==> src/rtl/pdmeb_pkg.sv <==
// Shared constants, types and register codes of the PDM envelope blow detector.
package pdmeb_pkg;

    localparam int FRACTION_BITS = 16;

    localparam int WORD_W     = 16;
    localparam int POP_W      = 5;
    localparam int SAMPLE_W   = 8;
    localparam int SLEVEL_W   = 32;
    localparam int ENV_W      = 40;
    localparam int WPB_W      = 8;
    localparam int BPW_W      = 16;
    localparam int THRESH_W   = 18;
    localparam int KEEP_W     = 16;
    localparam int KEEP_SHIFT = 16;

    localparam int OPND_W   = ENV_W + 1;
    localparam int MUL_LO_W = (OPND_W + 1) / 2;
    localparam int MUL_HI_W = OPND_W - MUL_LO_W;
    localparam int PROD_W   = MUL_LO_W + KEEP_W;
    localparam int FULL_W   = OPND_W + KEEP_SHIFT;

    localparam int PEAK_OUT_W   = 18;
    localparam int PEAK_OUT_MAX = 2 ** PEAK_OUT_W - 1;
    localparam int THR_CMP_W    = THRESH_W + FRACTION_BITS;
    localparam int CMP_W        = (THR_CMP_W > ENV_W) ? THR_CMP_W : ENV_W;

    localparam int OUT_TDATA_W = ((PEAK_OUT_W + 1 + 7) / 8) * 8;

    localparam int QUEUE_DEPTH = 2;
    localparam int QPTR_W      = $clog2(QUEUE_DEPTH);
    localparam int QCNT_W      = $clog2(QUEUE_DEPTH + 1);

    localparam int CFG_INDEX_W = 8;
    localparam int CFG_DATA_W  = 32;

    localparam logic [WPB_W-1:0]    WPB_RESET  = WPB_W'(20);
    localparam logic [BPW_W-1:0]    BPW_RESET  = BPW_W'(2500);
    localparam logic [THRESH_W-1:0] THR_RESET  = THRESH_W'(70000);
    localparam logic [KEEP_W-1:0]   KEEP_RESET = KEEP_W'(62259);

    typedef enum logic [CFG_INDEX_W-1:0] {
        CFG_WORDS_PER_BLOCK   = 8'd0,
        CFG_BLOCKS_PER_WINDOW = 8'd1,
        CFG_BLOW_THRESHOLD    = 8'd2,
        CFG_KEEP_RATE         = 8'd3
    } cfg_index_t;

    typedef struct packed {
        logic [WPB_W-1:0]    words_per_block;
        logic [BPW_W-1:0]    blocks_per_window;
        logic [THRESH_W-1:0] blow_threshold;
        logic [KEEP_W-1:0]   keep_rate;
    } cfg_t;

    typedef enum logic [2:0] {
        ST_IDLE,
        ST_MUL_LO,
        ST_MUL_HI,
        ST_ENV_SUM,
        ST_COUNT,
        ST_EMIT
    } back_state_t;

endpackage

==> src/rtl/pdm_envelope_blow_detector.sv <==
// Top level of the PDM envelope blow detector.
//
// The slave stream takes one 16-bit PDM word per item. Each word adds its
// wrapped popcount sample to two leaky integrators; after words_per_block
// words the envelope updates the peak, and after blocks_per_window blocks one
// item leaves on the master stream with the saturated peak integer part and
// the blow flag, and the peak is cleared.
// The configuration channel writes one register per handshake (index 0 words
// per block, 1 blocks per window, 2 blow threshold, 3 keep rate); cfg_ready is
// always high and writes belong in idle periods.
// The engine takes a new word only when it is through with the last one and
// the output register is empty. The shared 21x16 multiplier is used four times
// per word (two halves for each integrator); at the end of each window an emit
// state forms the result. A word that closes a window shows its result after it
// leaves the two-entry queue and passes the multiply, count and emit states.
// Reset clears the counters, the integrators, the peak, the queue and the
// output valid flag, and loads the register defaults.
// When the receiver stalls, the result holds in the output register; the
// engine stops taking words and the queue fills, then s_tready drops.
module pdm_envelope_blow_detector
    import pdmeb_pkg::*;
(
    input  logic                   clk,
    input  logic                   rst_n,
    input  logic                   s_tvalid,
    output logic                   s_tready,
    input  logic [WORD_W-1:0]      s_tdata,     // [15:0] pdm_word
    output logic                   m_tvalid,
    input  logic                   m_tready,
    output logic [OUT_TDATA_W-1:0] m_tdata,     // [17:0] peak_envelope, [18] blow_detected
    input  logic                   cfg_valid,
    output logic                   cfg_ready,
    input  logic [CFG_INDEX_W-1:0] cfg_index,
    input  logic [CFG_DATA_W-1:0]  cfg_data
);

    cfg_t                cfg;
    logic                push_valid;
    logic                push_ready;
    logic [SAMPLE_W-1:0] push_data;
    logic                pop_valid;
    logic                pop_ready;
    logic [SAMPLE_W-1:0] pop_data;

    pdmeb_cfg u_cfg (
        .clk       (clk),
        .rst_n     (rst_n),
        .cfg_valid (cfg_valid),
        .cfg_ready (cfg_ready),
        .cfg_index (cfg_index),
        .cfg_data  (cfg_data),
        .cfg       (cfg)
    );

    pdmeb_front u_front (
        .s_tvalid   (s_tvalid),
        .s_tready   (s_tready),
        .s_tdata    (s_tdata),
        .push_valid (push_valid),
        .push_ready (push_ready),
        .push_data  (push_data)
    );

    pdmeb_queue u_queue (
        .clk        (clk),
        .rst_n      (rst_n),
        .push_valid (push_valid),
        .push_ready (push_ready),
        .push_data  (push_data),
        .pop_valid  (pop_valid),
        .pop_ready  (pop_ready),
        .pop_data   (pop_data)
    );

    pdmeb_back u_back (
        .clk       (clk),
        .rst_n     (rst_n),
        .cfg       (cfg),
        .pop_valid (pop_valid),
        .pop_ready (pop_ready),
        .pop_data  (pop_data),
        .m_tvalid  (m_tvalid),
        .m_tready  (m_tready),
        .m_tdata   (m_tdata)
    );

endmodule

==> src/rtl/pdmeb_cfg.sv <==
// Configuration register file of the PDM envelope blow detector.
module pdmeb_cfg
    import pdmeb_pkg::*;
(
    input  logic                   clk,
    input  logic                   rst_n,
    input  logic                   cfg_valid,
    output logic                   cfg_ready,
    input  logic [CFG_INDEX_W-1:0] cfg_index,
    input  logic [CFG_DATA_W-1:0]  cfg_data,
    output cfg_t                   cfg
);

    cfg_t cfg_reg;
    cfg_t cfg_next;

    assign cfg_ready = 1'b1;
    assign cfg       = cfg_reg;

    always_comb
    begin
        cfg_next = cfg_reg;
        if (cfg_valid)
        begin
            case (cfg_index)
                CFG_WORDS_PER_BLOCK:   cfg_next.words_per_block   = cfg_data[WPB_W-1:0];
                CFG_BLOCKS_PER_WINDOW: cfg_next.blocks_per_window = cfg_data[BPW_W-1:0];
                CFG_BLOW_THRESHOLD:    cfg_next.blow_threshold    = cfg_data[THRESH_W-1:0];
                CFG_KEEP_RATE:         cfg_next.keep_rate         = cfg_data[KEEP_W-1:0];
                default:               cfg_next = cfg_reg;
            endcase
        end
    end

    always_ff @(posedge clk or negedge rst_n)
    begin
        if (!rst_n)
        begin
            cfg_reg.words_per_block   <= WPB_RESET;
            cfg_reg.blocks_per_window <= BPW_RESET;
            cfg_reg.blow_threshold    <= THR_RESET;
            cfg_reg.keep_rate         <= KEEP_RESET;
        end
        else
        begin
            cfg_reg <= cfg_next;
        end
    end

endmodule

==> src/rtl/pdmeb_front.sv <==
// Input side: accept PDM words and reduce each to its wrapped popcount sample.
module pdmeb_front
    import pdmeb_pkg::*;
(
    input  logic                s_tvalid,
    output logic                s_tready,
    input  logic [WORD_W-1:0]   s_tdata,     // [15:0] pdm_word
    output logic                push_valid,
    input  logic                push_ready,
    output logic [SAMPLE_W-1:0] push_data
);

    logic [1:0] sum2 [8];
    logic [2:0] sum3 [4];
    logic [3:0] sum4 [2];
    logic [POP_W-1:0] ones;

    always_comb
    begin
        for (int i = 0; i < 8; i++)
        begin
            sum2[i] = {1'b0, s_tdata[2*i]} + {1'b0, s_tdata[2*i+1]};
        end
        for (int i = 0; i < 4; i++)
        begin
            sum3[i] = {1'b0, sum2[2*i]} + {1'b0, sum2[2*i+1]};
        end
        for (int i = 0; i < 2; i++)
        begin
            sum4[i] = {1'b0, sum3[2*i]} + {1'b0, sum3[2*i+1]};
        end
        ones = {1'b0, sum4[0]} + {1'b0, sum4[1]};
    end

    assign push_data  = SAMPLE_W'(ones) - SAMPLE_W'(8);
    assign push_valid = s_tvalid;
    assign s_tready   = push_ready;

endmodule

==> src/rtl/pdmeb_queue.sv <==
// Short sample queue between the input side and the integrator engine.
module pdmeb_queue
    import pdmeb_pkg::*;
(
    input  logic                clk,
    input  logic                rst_n,
    input  logic                push_valid,
    output logic                push_ready,
    input  logic [SAMPLE_W-1:0] push_data,
    output logic                pop_valid,
    input  logic                pop_ready,
    output logic [SAMPLE_W-1:0] pop_data
);

    logic [SAMPLE_W-1:0] entry_reg [QUEUE_DEPTH];
    logic [QPTR_W-1:0]   wr_ptr_reg;
    logic [QPTR_W-1:0]   wr_ptr_next;
    logic [QPTR_W-1:0]   rd_ptr_reg;
    logic [QPTR_W-1:0]   rd_ptr_next;
    logic [QCNT_W-1:0]   count_reg;
    logic [QCNT_W-1:0]   count_next;
    logic                do_push;
    logic                do_pop;

    assign push_ready = (count_reg != QCNT_W'(QUEUE_DEPTH));
    assign pop_valid  = (count_reg != '0);
    assign pop_data   = entry_reg[rd_ptr_reg];
    assign do_push    = push_valid && push_ready;
    assign do_pop     = pop_valid && pop_ready;

    always_comb
    begin
        wr_ptr_next = wr_ptr_reg;
        rd_ptr_next = rd_ptr_reg;
        count_next  = count_reg;
        if (do_push)
        begin
            wr_ptr_next = (wr_ptr_reg == QPTR_W'(QUEUE_DEPTH - 1)) ? '0 : wr_ptr_reg + 1'b1;
        end
        if (do_pop)
        begin
            rd_ptr_next = (rd_ptr_reg == QPTR_W'(QUEUE_DEPTH - 1)) ? '0 : rd_ptr_reg + 1'b1;
        end
        if (do_push && !do_pop)
        begin
            count_next = count_reg + 1'b1;
        end
        else if (do_pop && !do_push)
        begin
            count_next = count_reg - 1'b1;
        end
    end

    always_ff @(posedge clk or negedge rst_n)
    begin
        if (!rst_n)
        begin
            wr_ptr_reg <= '0;
            rd_ptr_reg <= '0;
            count_reg  <= '0;
        end
        else
        begin
            wr_ptr_reg <= wr_ptr_next;
            rd_ptr_reg <= rd_ptr_next;
            count_reg  <= count_next;
        end
    end

    always_ff @(posedge clk)
    begin
        if (do_push)
        begin
            entry_reg[wr_ptr_reg] <= push_data;
        end
    end

endmodule

==> src/rtl/pdmeb_back.sv <==
// Integrator engine: two leaky integrators on a shared multiplier, block and window logic.
module pdmeb_back
    import pdmeb_pkg::*;
(
    input  logic                   clk,
    input  logic                   rst_n,
    input  cfg_t                   cfg,
    input  logic                   pop_valid,
    output logic                   pop_ready,
    input  logic [SAMPLE_W-1:0]    pop_data,
    output logic                   m_tvalid,
    input  logic                   m_tready,
    output logic [OUT_TDATA_W-1:0] m_tdata
);

    back_state_t state_reg;
    back_state_t state_next;

    logic                   phase_reg;
    logic                   phase_next;
    logic [OPND_W-1:0]      opnd_reg;
    logic [OPND_W-1:0]      opnd_next;
    logic [PROD_W-1:0]      acc_reg;
    logic [PROD_W-1:0]      acc_next;
    logic [SLEVEL_W-1:0]    slevel_reg;
    logic [SLEVEL_W-1:0]    slevel_next;
    logic [ENV_W-1:0]       env_reg;
    logic [ENV_W-1:0]       env_next;
    logic [ENV_W-1:0]       peak_reg;
    logic [ENV_W-1:0]       peak_next;
    logic [WPB_W-1:0]       word_count_reg;
    logic [WPB_W-1:0]       word_count_next;
    logic [BPW_W-1:0]       block_count_reg;
    logic [BPW_W-1:0]       block_count_next;
    logic                   m_valid_reg;
    logic                   m_valid_next;
    logic [OUT_TDATA_W-1:0] m_data_reg;
    logic [OUT_TDATA_W-1:0] m_data_next;

    logic                   take;
    logic [OPND_W-1:0]      sample_sum;
    logic [OPND_W-1:0]      env_sum;
    logic [MUL_LO_W-1:0]    mul_a;
    logic [PROD_W-1:0]      prod;
    logic [FULL_W-1:0]      full;
    logic [OPND_W-1:0]      leaked;
    logic [SLEVEL_W-1:0]    slevel_sat;
    logic [ENV_W-1:0]       env_sat;
    logic [WPB_W-1:0]       word_inc;
    logic [BPW_W-1:0]       block_inc;
    logic                   block_end;
    logic                   window_end;
    logic [ENV_W-1:0]       peak_max;
    logic [ENV_W-1:0]       peak_shift;
    logic [PEAK_OUT_W-1:0]  peak_int;
    logic                   blow;

    assign take = pop_valid && pop_ready;

    assign sample_sum = OPND_W'(slevel_reg) + (OPND_W'(pop_data) << FRACTION_BITS);
    assign env_sum    = OPND_W'(env_reg) + OPND_W'(slevel_reg);

    assign mul_a  = (state_reg == ST_MUL_LO) ? opnd_reg[MUL_LO_W-1:0]
                                             : MUL_LO_W'(opnd_reg[OPND_W-1:MUL_LO_W]);
    assign prod   = PROD_W'(mul_a) * PROD_W'(cfg.keep_rate);
    assign full   = FULL_W'(acc_reg) + (FULL_W'(prod) << MUL_LO_W);
    assign leaked = full[FULL_W-1:KEEP_SHIFT];

    assign slevel_sat = (|leaked[OPND_W-1:SLEVEL_W]) ? '1 : leaked[SLEVEL_W-1:0];
    assign env_sat    = leaked[OPND_W-1] ? '1 : leaked[ENV_W-1:0];

    assign word_inc   = word_count_reg + 1'b1;
    assign block_inc  = block_count_reg + 1'b1;
    assign block_end  = (word_inc == cfg.words_per_block);
    assign window_end = (block_inc == cfg.blocks_per_window);
    assign peak_max   = (env_reg > peak_reg) ? env_reg : peak_reg;

    assign peak_shift = peak_reg >> FRACTION_BITS;
    assign peak_int   = (peak_shift > ENV_W'(PEAK_OUT_MAX)) ? PEAK_OUT_W'(PEAK_OUT_MAX)
                                                           : peak_shift[PEAK_OUT_W-1:0];
    assign blow       = CMP_W'(peak_reg) > (CMP_W'(cfg.blow_threshold) << FRACTION_BITS);

    always_comb
    begin
        state_next = state_reg;
        case (state_reg)
            ST_IDLE:    state_next = take ? ST_MUL_LO : ST_IDLE;
            ST_MUL_LO:  state_next = ST_MUL_HI;
            ST_MUL_HI:  state_next = phase_reg ? ST_COUNT : ST_ENV_SUM;
            ST_ENV_SUM: state_next = ST_MUL_LO;
            ST_COUNT:   state_next = (block_end && window_end) ? ST_EMIT : ST_IDLE;
            ST_EMIT:    state_next = ST_IDLE;
            default:    state_next = ST_IDLE;
        endcase
    end

    always_comb
    begin
        pop_ready = (state_reg == ST_IDLE) && !m_valid_reg;
        m_tvalid  = m_valid_reg;
        m_tdata   = m_data_reg;
    end

    always_comb
    begin
        phase_next       = phase_reg;
        opnd_next        = opnd_reg;
        acc_next         = acc_reg;
        slevel_next      = slevel_reg;
        env_next         = env_reg;
        peak_next        = peak_reg;
        word_count_next  = word_count_reg;
        block_count_next = block_count_reg;
        m_valid_next     = m_valid_reg && !m_tready;
        m_data_next      = m_data_reg;
        case (state_reg)
            ST_IDLE:
            begin
                if (take)
                begin
                    phase_next = 1'b0;
                    opnd_next  = sample_sum;
                end
            end
            ST_MUL_LO:
            begin
                acc_next = prod;
            end
            ST_MUL_HI:
            begin
                if (phase_reg)
                begin
                    env_next = env_sat;
                end
                else
                begin
                    slevel_next = slevel_sat;
                end
            end
            ST_ENV_SUM:
            begin
                phase_next = 1'b1;
                opnd_next  = env_sum;
            end
            ST_COUNT:
            begin
                if (block_end)
                begin
                    word_count_next  = '0;
                    peak_next        = peak_max;
                    block_count_next = window_end ? '0 : block_inc;
                end
                else
                begin
                    word_count_next = word_inc;
                end
            end
            ST_EMIT:
            begin
                m_valid_next = 1'b1;
                m_data_next  = OUT_TDATA_W'({blow, peak_int});
                peak_next    = '0;
            end
            default:
            begin
                phase_next = phase_reg;
            end
        endcase
    end

    always_ff @(posedge clk or negedge rst_n)
    begin
        if (!rst_n)
        begin
            state_reg       <= ST_IDLE;
            phase_reg       <= 1'b0;
            slevel_reg      <= '0;
            env_reg         <= '0;
            peak_reg        <= '0;
            word_count_reg  <= '0;
            block_count_reg <= '0;
            m_valid_reg     <= 1'b0;
        end
        else
        begin
            state_reg       <= state_next;
            phase_reg       <= phase_next;
            slevel_reg      <= slevel_next;
            env_reg         <= env_next;
            peak_reg        <= peak_next;
            word_count_reg  <= word_count_next;
            block_count_reg <= block_count_next;
            m_valid_reg     <= m_valid_next;
        end
    end

    always_ff @(posedge clk)
    begin
        opnd_reg   <= opnd_next;
        acc_reg    <= acc_next;
        m_data_reg <= m_data_next;
    end

endmodule

==> config.mk <==
export PLATFORM = sky130hd
export DESIGN_NAME = pdm_envelope_blow_detector
export DESIGN_NICKNAME = d
export VERILOG_FILES = /design/src/rtl/pdmeb_pkg.sv /design/src/rtl/pdm_envelope_blow_detector.sv /design/src/rtl/pdmeb_cfg.sv /design/src/rtl/pdmeb_front.sv /design/src/rtl/pdmeb_queue.sv /design/src/rtl/pdmeb_back.sv
export SDC_FILE = /design/constraint.sdc
export NUM_CORES = 2
export LEC_CHECK = 0
export ABC_CLOCK_PERIOD_IN_PS = 8700
export BUFFER_PORTS_ARGS = -buffer_cell sky130_fd_sc_hd__buf_2
export CORE_UTILIZATION = 39
export CTS_BUF_LIST = sky130_fd_sc_hd__clkbuf_8
export DETAILED_ROUTE_END_ITERATION = 6
export HOLD_SLACK_MARGIN = 0.1
export PLACE_DENSITY = 0.63
export SKIP_CTS_REPAIR_TIMING = 1
export SLEW_MARGIN = 5
export SYNTH_ARGS = -nofsm -noshare
export SYNTH_HDL_FRONTEND = slang
export SYNTH_SLANG_ARGS = --single-unit
==> constraint.sdc <==
create_clock -name clk -period 8.7 [get_ports clk]
set_input_delay 0.435 -clock clk [delete_from_list [all_inputs] [get_ports clk]]
set_output_delay 0.435 -clock clk [all_outputs]
set_load 0.05 [all_outputs]
# Word-level counts from Yosys, hierarchy flattened
# Memories as Yosys holds them, arrays and structs flattened.
# Cells that the tools add are included.
word_totals:
  elab_cells: 114
  mem_bits_rw: 16
  in_bits: 61
  memories: 1
  reg_bits: 300
  output_inout_bits: 27
op_classes:
  n_addsub: 25
  eq_ne: 14
  multipliers: 1
  magnitude_cmp: 3
  bitwise: 1
  muxes: 23
  reduce_logical: 27
memory_table:
  columns: ["memory", "words", "word_bits", "rd", "rd_ports_with_merged_regs", "wr", "line", "source"]
  rows:
  - ["u_queue.entry_reg", 2, 8, 1, 0, 1, "pdmeb_queue.sv:15", "logic [SAMPLE_W-1:0] entry_reg [QUEUE_DEPTH];"]
ops:
  columns: ["operator", "count"]
  rows:
  - ["2-to-1 mux 40 bit", 3]
  - ["case mux 41 bit (2 select lines)", 1]
  - ["case mux 40 bit (2 select lines)", 1]
  - ["adder 37 x 57 -> 57 bit", 1]
  - ["adder 40 x 32 -> 41 bit", 1]
  - ["2-to-1 mux 41 bit", 1]
  - ["> comparator 40 x 34 -> 1 bit", 1]
  - ["> comparator 40 bit", 1]
  - ["multiplier 21 x 16 -> 37 bit", 1]
  - ["adder 32 x 24 -> 33 bit", 1]
  - ["2-to-1 mux 32 bit", 1]
  - ["> comparator 24 x 18 -> 1 bit (second input constant)", 1]
  - ["2-to-1 mux 21 bit", 1]
  - ["adder 1 x 1 -> 2 bit", 8]
  - ["adder 16 x 1 -> 16 bit (second input constant)", 1]
  - ["equality test 16 bit", 1]
  - ["equality test 8 x 2 -> 1 bit (second input constant)", 2]
  - ["2-to-1 mux 16 bit", 1]
  - ["AND reduction 2 bit", 8]
  - ["case mux 3 bit (5 select lines)", 1]
  - ["adder 2 x 2 -> 3 bit", 4]
  - ["OR reduction 9 bit", 1]
  - ["adder 3 x 3 -> 4 bit", 2]
  - ["adder 8 x 1 -> 8 bit (second input constant)", 1]
  - ["other kinds (24)", 49]

# Longest topological paths before layout
depth:
  word_depth: 6
  mapped_depth: 40
  mapped_depth_nobuf: 35

# By module
# From an unflattened synthesis, not the netlist that was laid out.
unflattened:
  cells_unflattened: 3100
  hier_area_um2: 29560.9
by_module_without_submodules:
  columns: ["module", "area_per_inst_um2", "instances", "seq_area_each_um2", "cells_each"]
  rows:
  - ["pdmeb_back", 26055.0, 1, 5960.7, 2875]
  - ["pdmeb_cfg", 2257.2, 1, 1480.2, 129]
  - ["pdmeb_queue", 787.0, 1, 580.6, 43]
  - ["pdmeb_front", 461.7, 1, 0.0, 53]

# Worst setup path before layout
# OpenSTA, ideal clock, no wires.
synth_timing:
  kind: "reg-to-reg"
  from: "register u_back.state_reg[1]"
  to: "register u_back.slevel_reg[24]"
  period_less_slack_ps: 8933
  setup_ps: 132
  slack_ps: -233
  t_required_ps: 8568
  arrival_time_ps: 8800
  stages_incl_launch_ff: 37
  cell_sequence: "dfrtp_1 > clkbuf_1 > nand2b_1 > nor2_1 > clkbuf_1 > clkbuf_1 > mux2_2 > clkbuf_1 > nand2_1 > fa_1 > fa_1 > fa_1 > inv_1 > fa_1 > fa_1 > inv_1 > fa_1 > inv_1 > ha_1 > a21oi_1 > o21ai_2 > a21oi_2 > nand2_1 > a21oi_1 > xnor2_1 > ha_1 > a2111o_1 > a41o_1 > nand2_1 > nor2_4 > and3_1 > buf_6 > and4_4 > or4_4 > o21bai_4 > buf_4 > a31oi_1"
synth_via:
  elab_chain_cells: 6
  word_cells_on_any_way: 8
  classes_between: "add/sub: 1; mul: 1; eq/ne: 2; mux: 2; reduce/logical: 2"
synth_rtl:
  columns: ["element", "line", "source"]
  rows:
  - ["from (decl)", "pdmeb_back.sv:16", "back_state_t state_reg;"]
  - ["from (signal assigned)", "pdmeb_back.sv:186", "state_reg <= state_next;"]
  - ["equality test 3 x 1 -> 1 bit", "pdmeb_back.sv:63", "assign mul_a = (state_reg == ST_MUL_LO) ? opnd_reg[MUL_LO_W-1:0]"]
  - ["2-to-1 mux 21 bit", "pdmeb_back.sv:63", null]
  - ["multiplier 21 x 16 -> 37 bit", "pdmeb_back.sv:65", "assign prod = PROD_W'(mul_a) * PROD_W'(cfg.keep_rate);"]
  - ["adder 37 x 57 -> 57 bit", "pdmeb_back.sv:66", "assign full = FULL_W'(acc_reg) + (FULL_W'(prod) << MUL_LO_W);"]
  - ["OR reduction 9 bit", "pdmeb_back.sv:69", "assign slevel_sat = (|leaked[OPND_W-1:SLEVEL_W]) ? '1 : leaked[SLEVEL_W-1:0];"]
  - ["2-to-1 mux 32 bit", "pdmeb_back.sv:69", null]
  - ["to (signal assigned)", "pdmeb_back.sv:188", "slevel_reg <= slevel_next;"]
  - ["to (decl)", "pdmeb_back.sv:25", "logic [SLEVEL_W-1:0] slevel_reg;"]
# Parallel ways exist; a longest one is shown, timed or not.
# A chain may end at the register's enable or synchronous reset.

# Worst setup path after layout
layout_timing:
  from: "register u_back.state_reg[1]"
  to: "register u_back.slevel_reg[10]"
# The elaborated chain is that of the path after synthesis.

==> impl_metrics.json <==
{
  "cpMostUsedCell": "fa_1",
  "layout_common_cells": "487 x inv_1, 342 x nand2_1, 272 x fa_1, 221 x ha_1, 180 x dfrtp_1",
  "start_kind": "flip-flop",
  "portBuffers": 67,
  "yosysSeqAreaShare_pct": 27.4,
  "antennaDiodeCount": 0,
  "ant_nets": 0,
  "synth-edff-count": 93,
  "vias_per_cell": 5.17,
  "synth_flop_cell": "dfrtp_1",
  "max_slew.worst_pin.slew_ns": 1.22,
  "ys_types": 94,
  "overflow": 0,
  "r2r-end": "u_back.slevel_reg[10]",
  "clk_pin_slew_ns": 0.06,
  "crit_fanout": 8,
  "core_um2": 73000,
  "grt_pass1_vias": 21600,
  "worstHoldStart": "cfg_data[9]",
  "clock-root-buffer": "clkbuf_8",
  "power.density_nw_per_um2": 349,
  "die_y_um": 274,
  "wirelength_mm": 76.8,
  "hpwl_mm": 58.9,
  "layout_commonest_cell": "inv_1",
  "critPathArrivalTime_ns": 8.95,
  "crit_path_end_kind": "flip-flop",
  "timing.fmax_mhz": 118,
  "grt_first_pass_wirelength_mm": 120,
  "die_w_um": 274,
  "final_util_pct": 45.2,
  "num_vias": 21800,
  "clock-sinks": 296,
  "slew_headroom_pct": 17.5,
  "power_mw": 11.5,
  "cts_buffers": 50,
  "ir_worst_vdd_uv": 230,
  "reg2reg_from": "u_back.state_reg[1]",
  "firstDrtPassIters": 5,
  "ff2ff_path_depth": 30,
  "p_leak_nw": 15.4,
  "cts_tree": "done",
  "finalMaxSlewViolations": 0,
  "cp_slowest_cell": "fa_1",
  "async_flop_share_pct": 68.6,
  "period_needed_ns": 8.50,
  "finalSetupViolCount": 0,
  "crit_path_end": "u_back.slevel_reg[10]",
  "nNetsFinal": 3781,
  "synth_area_per_cell_um2": 9.53,
  "finClkSkew_ns": 0.0420,
  "r2r_slack_ns": 0.20,
  "drv_cap": 0,
  "status": "complete, no violations",
  "clk_latency_ns": 0.61,
  "crit_start": "u_back.state_reg[1]",
  "finalCritPeriodShare_pct": 97.7,
  "clockBufferDepth": 3,
  "rows": 99,
  "fillers": 6835,
  "wl_per_cell_um": 18.2,
  "largest_register_ff_count": 58,
  "grt_max_degree": 123,
  "path_class": "reg2reg",
  "ys_ff_latch": 296,
  "route.detailed.drc": 0,
  "drive_above_1_share_pct": 16.6,
  "gr-usage-all-layers_pct": 20.3,
  "gp_congestion": 0.908,
  "htreeDepth": 2,
  "dieArea_um2": 74900,
  "initial_core_util_pct": 39.5,
  "hold_path.class": "in2reg",
  "cp_slowest_stage_delay_ns": 0.55,
  "required_ns": 9.16,
  "area.growth.synth_to_final_pct": 14.6,
  "netlist_area_um2": 28800,
  "synth.area.top_cells": "fa_1 19%, dfrtp_1 16%, ha_1 10%, edfxtp_1 9.7%, inv_1 6.2%",
  "syn_inst": 3020,
  "ios": 88,
  "hold_viol": 0,
  "synth_area_leader_cell": "fa_1",
  "grt_antenna_before_repair": 3,
  "drt_iter0_markers": 1712,
  "yosysWarnings": 0,
  "synth.top_cell.area_share_pct": 19.3
}
==> worst min path at each step <==
| stage | endpoint | slack, ns | cells after the start |
|---|---|---|---|
| global placement | u_queue.wr_ptr_reg | 0.48 | 1 |
| CTS | u_back.m_tvalid | -0.03 | 2 |
| detailed placement | u_queue.count_reg[1] | 0.49 | 1 |
| finish | u_cfg.cfg[43] | 0.14 | 2 |
| floorplan | u_back.block_count_reg[0] | 0.14 | 0 |
| global route | u_cfg.cfg[25] | 0.14 | 2 |
==> cell usage after synthesis, types with 9 or more instances <==
| master | number |
|---|---|
| and3_1 | 38 |
| a31oi_1 | 43 |
| nand4_1 | 20 |
| or3_1 | 11 |
| buf_2 | 10 |
| buf_4 | 9 |
| ha_1 | 231 |
| mux2i_1 | 46 |
| nor2_1 | 137 |
| nand2_1 | 346 |
| o211ai_1 | 9 |
| edfxtp_1 | 93 |
| nand2b_1 | 41 |
| and2_1 | 153 |
| a21o_1 | 28 |
| nor3_1 | 21 |
| inv_1 | 475 |
| xor2_1 | 43 |
| xnor2_1 | 102 |
| dfstp_2 | 23 |
| a2bb2oi_2 | 10 |
| a21oi_1 | 108 |
| nor2b_1 | 23 |
| mux2_2 | 83 |
| fa_1 | 278 |
| dfrtp_1 | 180 |
| nand3_1 | 53 |
| o21a_1 | 18 |
| a41oi_1 | 26 |
| o31ai_1 | 14 |
| o21bai_1 | 17 |
| clkbuf_1 | 93 |
| o21ai_0 | 104 |
| nor4_1 | 12 |
==> cell families (layout without fill, tap and decap cells) <==
| kind of cell | after synthesis | in the layout | synth area share [%] |
|---|---|---|---|
| simple gates | 894 | 894 | 15.3 |
| buf+inv | 596 | 822 | 8.04 |
| fa+ha+maj | 509 | 509 | 29.4 |
| compound gates | 448 | 448 | 10.5 |
| flops | 296 | 296 | 27.4 |
| xor+xnor | 146 | 146 | 4.47 |
| mux | 129 | 132 | 4.84 |
| other cells | 2 | 6 | 0.0261 |
==> metal layers <==
metal | vias up | routed length [µm] | GRT usage, %
met5 | - | 67 | 0
met4 | 2 | 1740 | 4.87
met1 | 10800 | 35300 | 28.8
li1 | 10300 | - | -
met3 | 96 | 4380 | 3.14
met2 | 562 | 35300 | 32.4
==> area by class of cell <==
type / instances / area [µm²] / area share, %
inverter: 475 / 1780 / 5.40
clock buffer: 63 / 867 / 2.63
tap: 959 / 1200 / 3.64
multi-input combinational: 2135 / 19000 / 57.7
clock inverter: 31 / 198 / 0.599
sequential: 296 / 7900 / 23.9
timing repair buffer: 253 / 2020 / 6.13
==> critical path: cells and delay by family (launching register included) <==
family / cells / cell delay [ns]
buf+inv: 8 / 1.14
simple gates: 8 / 1.71
flops: 1 / 0.37
compound gates: 6 / 1.36
fa+ha+maj: 7 / 3.42
mux: 1 / 0.36
==> metrics by stage <==
step	area [µm²]	hold WS, ns	TNS, ns	worst slack (ns)	cells
after floorplan	28800	0.139	0	0.0180	3024
after global placement	31100	0.484	-0.00406	-0.00406	4082
after detailed placement	31100	0.491	-1.44	-0.0679	4082
after CTS	32200	-0.0272	-3.06	-0.120	4176
after global routing	33000	0.143	-0.469	-0.0359	4212
final	33000	0.138	0	0.204	4212
==> power breakdown <==
part           switching [mW]  total, mW  leakage, nW  internal [mW]
registers               0.501       2.63         3.40           2.13
clock network           0.602       1.32        0.603          0.717
logic                    4.47       7.57         11.4           3.11
total                    5.57       11.5         15.4           5.95
Note: power is estimated with default switching activity, not from simulation.
